## config.mk

```make
export PLATFORM = sky130hd
export DESIGN_NAME = bcm_reg_mem
export DESIGN_NICKNAME = d
export VERILOG_FILES = /design/src/rtl/core/bcm_pkg.sv /design/src/rtl/core/bcm_reg_mem.sv
export SDC_FILE = /design/constraint.sdc
export NUM_CORES = 1
export LEC_CHECK = 0
export BUFFER_PORTS_ARGS = -buffer_cell sky130_fd_sc_hd__buf_2
export CAP_MARGIN = 20
export CORE_MARGIN = 2
export CORE_UTILIZATION = 45
export CTS_BUF_LIST = sky130_fd_sc_hd__clkbuf_4
export CTS_CLUSTER_DIAMETER = 80
export DETAILED_ROUTE_END_ITERATION = 7
export GPL_TIMING_DRIVEN = 1
export PLACE_DENSITY = 0.67
export SETUP_SLACK_MARGIN = 0.02
export SYNTH_ARGS = -nofsm -noshare
export SYNTH_HDL_FRONTEND = slang
export SYNTH_SLANG_ARGS = --single-unit
```

## constraint.sdc

```tcl
create_clock -name clk -period 3.2 [get_ports clk]
set_clock_uncertainty 0.05 [all_clocks]
set_input_delay 0.16 -clock clk [delete_from_list [all_inputs] [get_ports clk]]
set_output_delay 0.16 -clock clk [all_outputs]
set_load 0.05 [all_outputs]
```

## src/rtl/core/bcm_pkg.sv

```systemverilog
// bcm_pkg: shared codes, opcodes and helpers of the byte-coded machine.
// No dependencies; compiled first.
package bcm_pkg;

    // Commands carried by one input item
    localparam logic [1:0] CMD_WRITE = 2'd0;
    localparam logic [1:0] CMD_START = 2'd1;
    localparam logic [1:0] CMD_STEP  = 2'd2;

    // Result status codes
    localparam logic [2:0] ST_OK     = 3'd0;
    localparam logic [2:0] ST_HALT   = 3'd1;
    localparam logic [2:0] ST_BADOP  = 3'd2;
    localparam logic [2:0] ST_FAULT  = 3'd3;
    localparam logic [2:0] ST_BADINT = 3'd4;

    // Opcodes
    localparam logic [7:0] OP_NOP    = 8'd19;
    localparam logic [7:0] OP_INT    = 8'd20;
    localparam logic [7:0] OP_LDI    = 8'd1;
    localparam logic [7:0] OP_STI_A  = 8'd2;
    localparam logic [7:0] OP_STI_R  = 8'd3;
    localparam logic [7:0] OP_MOV    = 8'd7;
    localparam logic [7:0] OP_STR_A  = 8'd8;
    localparam logic [7:0] OP_STR_R  = 8'd9;
    localparam logic [7:0] OP_ADD    = 8'd23;

    // Interrupt codes
    localparam logic [15:0] INT_HALT    = 16'd10;
    localparam logic [15:0] INT_OUT_INT = 16'd11;
    localparam logic [15:0] INT_OUT_FLT = 16'd12;
    localparam logic [15:0] INT_IN_INT  = 16'd13;
    localparam logic [15:0] INT_IN_FLT  = 16'd14;

    // Register file layout
    localparam int unsigned NUM_INT_REGS = 7;
    localparam logic [2:0]  REG_R0       = 3'd0;
    localparam logic [2:0]  REG_SP       = 3'd5;
    localparam logic [2:0]  REG_PC       = 3'd6;
    localparam int unsigned RF_DEPTH     = 6;   // registers below the pc live in memory

    typedef logic [15:0] word_t;

    // Instruction length in bytes; zero marks an unknown opcode
    function automatic logic [2:0] insn_len(input logic [7:0] op);
        logic [2:0] len;
        begin
            case (op)
                OP_NOP:   len = 3'd1;
                OP_INT:   len = 3'd3;
                OP_LDI:   len = 3'd4;
                OP_STI_A: len = 3'd5;
                OP_STI_R: len = 3'd4;
                OP_MOV:   len = 3'd3;
                OP_STR_A: len = 3'd4;
                OP_STR_R: len = 3'd3;
                OP_ADD:   len = 3'd3;
                default:  len = 3'd0;
            endcase
            return len;
        end
    endfunction

endpackage

```

## src/rtl/core/bcm_reg_mem.sv

```systemverilog
// bcm_reg_mem: integer registers below the pc, one write and one read port.
// Uses bcm_pkg; per-entry valid bits give the zero reset value.
module bcm_reg_mem (
    input  logic           clk,
    input  logic           rst_n,
    input  logic           we,
    input  logic [2:0]     waddr,
    input  bcm_pkg::word_t wdata,
    input  logic [2:0]     raddr,
    output bcm_pkg::word_t rdata
);

    bcm_pkg::word_t                 mem [0:bcm_pkg::RF_DEPTH-1];
    logic [bcm_pkg::RF_DEPTH-1:0]   vld_reg;
    bcm_pkg::word_t                 rdata_reg;

    logic wr_ok;
    logic rd_ok;

    assign wr_ok = we && (waddr < 3'(bcm_pkg::RF_DEPTH));
    assign rd_ok = raddr < 3'(bcm_pkg::RF_DEPTH);

    always_ff @(posedge clk or negedge rst_n)
    begin
        if (!rst_n)
        begin
            vld_reg <= '0;
        end
        else if (wr_ok)
        begin
            vld_reg[waddr] <= 1'b1;
        end
    end

    always_ff @(posedge clk)
    begin
        if (wr_ok)
        begin
            mem[waddr] <= wdata;
        end
        // entries never written read as zero
        if (rd_ok && vld_reg[raddr])
        begin
            rdata_reg <= mem[raddr];
        end
        else
        begin
            rdata_reg <= '0;
        end
    end

    assign rdata = rdata_reg;

endmodule

```

# Word-level counts from Yosys, hierarchy flattened
# Memory sizes are Yosys's and may differ from the RTL's. A register that Yosys moved wholly into a read port is not among the register bits.
# Index checks and enable logic that the tools add are counted.
[word_totals]
ff_bits = 6
mem_bits_rw = 96
inputBits = 25
output_inout_bits = 16
elab_cells = 18
mem_count = 1
[mem_list]
columns = ["memory", "words", "width", "rd", "rd_ports_with_merged_regs", "wr", "line", "text"]
rows = [
  ["mem", 6, 16, 1, 1, 1, "bcm_reg_mem.sv:13", "bcm_pkg::word_t mem [0:bcm_pkg::RF_DEPTH-1];"],
]
[classes]
n_lt_le_gt_ge = 5
mux = 6
n_bitwise = 1
n_reduce_logical = 4
[ops]
columns = ["op", "n"]
rows = [
  ["< comparator 3 x 4 -> 1 bit, second input constant", 2],
  ["< comparator 3 bit, second input constant", 2],
  ["bitwise OR 6 bit", 1],
  ["2-to-1 mux 1 bit", 4],
  ["binary-select mux 1 bit (select 3 bit)", 1],
  ["demux 1 bit (select 3 bit)", 1],
  [">= comparator 3 x 1 -> 1 bit, second input constant", 1],
  ["logical AND 1 bit", 3],
  ["zero test 1 bit", 1],
]

# Logic depth before layout (Yosys ltp)
[logic_depth]
ltp_word = 5
mapped_depth = 6
mapped_depth_nobuf = 4

# Least setup slack after synthesis
# OpenSTA, ideal clock, no wires.
[synth_timing]
path_kind = "input-to-reg"
startpoint = "input waddr[1]"
endpoint = "memory mem[0][0] in the netlist's numbering, enable pin"
t_arrival_ns = 1.466
slack_ns = 1.273
path_stages = 2
path_buffers = 0
path_cell_list = "nand2b_1 -> nor3_1"
[synth_via]
elab_chain_len = 4
[synth_rtl]
columns = ["element", "line", "text"]
rows = [
  ["start, declared", "bcm_reg_mem.sv:7", "input logic [2:0] waddr,"],
  ["< comparator 3 bit", "bcm_reg_mem.sv:20", "assign wr_ok = we && (waddr < 3'(bcm_pkg::RF_DEPTH));"],
  ["logical AND 1 bit", "bcm_reg_mem.sv:20", ""],
  ["2-to-1 mux 1 bit", "bcm_reg_mem.sv:37", "if (wr_ok)"],
  ["2-to-1 mux 1 bit (not written as such)", "bcm_reg_mem.sv:39", "mem[waddr] <= wdata;"],
  ["end, declared", "bcm_reg_mem.sv:13", ""],
]
# Parallel ways exist; a longest one is shown, timed or not.

# Final worst setup path
[layout_timing]
startpoint = "register vld_reg[5] in the netlist's numbering"
endpoint = "register rdata_reg[12] (netlist: rdata[12]) (read register of mem)"
[layout_via]
elab_chain_len = 4
[layout_rtl]
columns = ["element", "line", "text"]
rows = [
  ["start, declared", "bcm_reg_mem.sv:14", "logic [bcm_pkg::RF_DEPTH-1:0] vld_reg;"],
  ["start signal, assigned", "bcm_reg_mem.sv:27", "vld_reg <= '0;"],
  ["start signal, assigned by index", "bcm_reg_mem.sv:31", "vld_reg[waddr] <= 1'b1;"],
  ["binary-select mux 1 bit (select 3 bit)", "bcm_reg_mem.sv:42", "if (rd_ok && vld_reg[raddr])"],
  ["2-to-1 mux 1 bit (not written as such)", "bcm_reg_mem.sv:42", ""],
  ["logical AND 1 bit", "bcm_reg_mem.sv:42", ""],
  ["zero test 1 bit (no line)", "n/a", ""],
  ["end, declared", "bcm_reg_mem.sv:15", "bcm_pkg::word_t rdata_reg;"],
]
# Every way passes these cells. The select of a mux whose other input is x is not followed.
# A chain may end at the register's enable or synchronous reset.

==> metrics.md <==
| Metric | Value |
|---|---|
| Status | completed |
| Min-delay src | waddr[2] |
| HP Class | primary input to register |
| Antenna violations before repair | 0 |
| Worst Hold Depth | 2 |
| Req. time, crit path | 3.54 ns |
| Reg area | 3353 um2 |
| Worst Path Arrival | 1.80 ns |
| Reg2reg path depth | 4 |
| Fin crit share | 45.78% |
| Core area | 9328 um2 |
| Max reg flops | 96 |
| RR Startpoint | vld_reg[5]$_DFFE_PN0N_ |
| Post-route cell area | 5196 um2 |
| Syn avg cell area | 17.28 um2 |
| CTS tree | done |
| I/O Pins | 41 |
| Via count | 2383 |
| Post-synthesis sequential area ratio | 76.99% |
| Skew-Pair Late Insertion Delay | 0.49 ns |
| Die Area | 10480 um2 |
| Max cap viols | 0 |
| Crit-path max FO | 16 |
| DR WL/cell | 17.47 um |
| Reg-to-Reg End | rdata[12]$_SDFF_PN0_ |
| Fillers | 751 |
| Slew headroom | 35.20% |
| Overall fraction of global-route tracks in use | 17.55% |
| Yosys warnings | 0 |
| Startpoint Class | register |
| Slew @ Worst Pin | 0.9667 ns |
| Kind of critical path | register to register |
| Drt pass-1 iters | 4 |
| Setup crit end kind | register |
| H-tree levels | 4 |
| Starting Density | 46.69% |
| Clock Sinks | 118 |
| RSZ-0062 raised after global routing | no |
| Antenna-violating nets left | 0 |
| Share of cells above drive strength 1 | 25.22% |
| Nets | 349 |
| R2R setup slack | 1.73 ns |
| Highest Clock Rate | 682.6 MHz |
| Setup Buffers After CTS | 0 |
| Leakage | 1.976 nW |
| First-pass GRT wire length | 13070 um |
| Clock transition at the registers of the reported paths | 0.10 ns |
| Setup TNS | 0 ns |
| Commonest non-fill, non-tap cell in the layout | edfxtp_1 |
| Max IR drop VDD | 0.2623 mV |
| #FFs+latches synth | 118 |
| Placed Instance Area | 4702 um2 |
| # rows | 35 |
| Clock root buffer | clkbuf_4 |
| Multi-input gate area | 934.6 um2 |
| Mapped cell area | 4355 um2 |
| Fin. Hold Viols | 0 |
| CTS max path bufs | 2 |
| Drc violations | 0 |
| Netlist cell types | 19 |
| Iter 0 DRT Violations | 155 |
| Worst Hold Endpoint | mem[2][5]$_DFFE_PP_ |
| IO buf count | 40 |
| N_diodes | 0 |
| Total gr overflow | 0 |
| Final Slew Violations | 0 |
| Largest net degree at the start of global routing | 22 |
| Syn nets | 277 |
| P per Cell Area | 616.5 nW/um2 |
| Vias in the first global route | 2456 |
| Vias per cell | 5.114 |
| Post-synthesis cell count | 252 |
| Placer Congestion | 0.6725 |
| Die W | 102.4 um |
| Time the worst path needs with I/O delays and setup | 1.465 ns |
| Total wire length | 8141 um |
| Area grow syn2layout | 19.30% |
| Die height | 102.4 um |
| Final Setup Violations | 0 |
| Commonest non-fill, non-tap cells in the layout | edfxtp_1, mux2i_1, buf_2 |
| DP HPWL | 4788 um |
| Cts bufs inserted | 17 |
[synthesized netlist by cell type]
master / instances / area share, %
a22oi_1: 16 / 2.8
and2b_1: 1 / 0.17
and3_1: 17 / 2.4
buf_2: 5 / 0.57
buf_4: 1 / 0.17
buf_6: 3 / 0.78
clkbuf_1: 3 / 0.26
dfrtp_1: 6 / 3.4
dfxtp_1: 16 / 7.4
edfxtp_1: 96 / 66
mux2i_1: 51 / 12
nand2_1: 18 / 1.6
nand2b_1: 2 / 0.29
nor2_1: 4 / 0.34
nor2b_1: 1 / 0.14
nor3_1: 3 / 0.34
nor3b_1: 2 / 0.34
or2_2: 6 / 0.86
or3_4: 1 / 0.26
[critical path: stages (launching register included)]
cell	delay, ns
dfrtp_1	0.39
mux2i_1	0.14
nor3b_1	0.07
or3_4	0.52
and3_1	0.19
[final cells by class]
| type | instances | area share, % |
|---|---|---|
| clock buffers | 17 | 2.456 |
| clock inverters | 15 | 3.588 |
| multi-input cells | 122 | 17.99 |
| flip-flops and latches | 118 | 64.53 |
| well taps | 129 | 3.106 |
| repair buffers | 65 | 8.331 |
[per-stage QoR]
stage	power (mW)	util, %	hold WS [ns]	std cells	setup slack, ns
after floorplan	1.988	-	-0.1856	252	1.273
after global placement	2.071	50.41	-0.06467	416	1.338
after detailed placement	2.081	50.41	-0.06064	416	1.288
after CTS	3.233	55.71	0.05022	466	1.734
after global routing	3.327	55.71	0.05917	466	1.660
final	3.203	55.71	0.09104	466	1.735
[cells by family (layout without fill, tap and decap cells)]
logic type,count (synthesis),count (layout),synth area share [%]
AO/OA/AOI/OAI,16,16,2.758
buffers and inverters,12,97,1.781
AND/OR/NAND/NOR,55,55,6.751
multiplexers,51,51,11.72
flip-flops,118,118,76.99
[worst max path at each step]
stage                                 from                   end  slack [ns]
floorplan                         waddr[1]   mem[0][0]$_DFFE_PP_        1.27
global placement                  raddr[0]   rdata[2]$_SDFF_PN0_        1.34
detailed placement                raddr[0]   rdata[2]$_SDFF_PN0_        1.29
CTS                 vld_reg[5]$_DFFE_PN0N_  rdata[12]$_SDFF_PN0_        1.73
global route        vld_reg[5]$_DFFE_PN0N_  rdata[12]$_SDFF_PN0_        1.66
finish              vld_reg[5]$_DFFE_PN0N_  rdata[12]$_SDFF_PN0_        1.73
[per-layer routing]
metal / global-route usage [%] / vias to the layer above / wire, um
li1: - / 1114 / -
met1: 21.45 / 1181 / 3539
met2: 28.95 / 72 / 4079
met3: 4.309 / 16 / 365
met4: 9.333 / 0 / 156
met5: 0 / - / 0
[report_power, final]
group          total [mW]  switching (mW)  internal, mW
logic               0.309           0.209         0.100
clock network        1.14           0.537         0.608
registers            1.75          0.0191          1.73
total                3.20           0.765          2.44
[timing repair]
item,CTS,global route
resized for setup,0,0
endpoints found under the hold margin,102,0
hold buffers,18,0
Power figures use the tool's default switching activity.
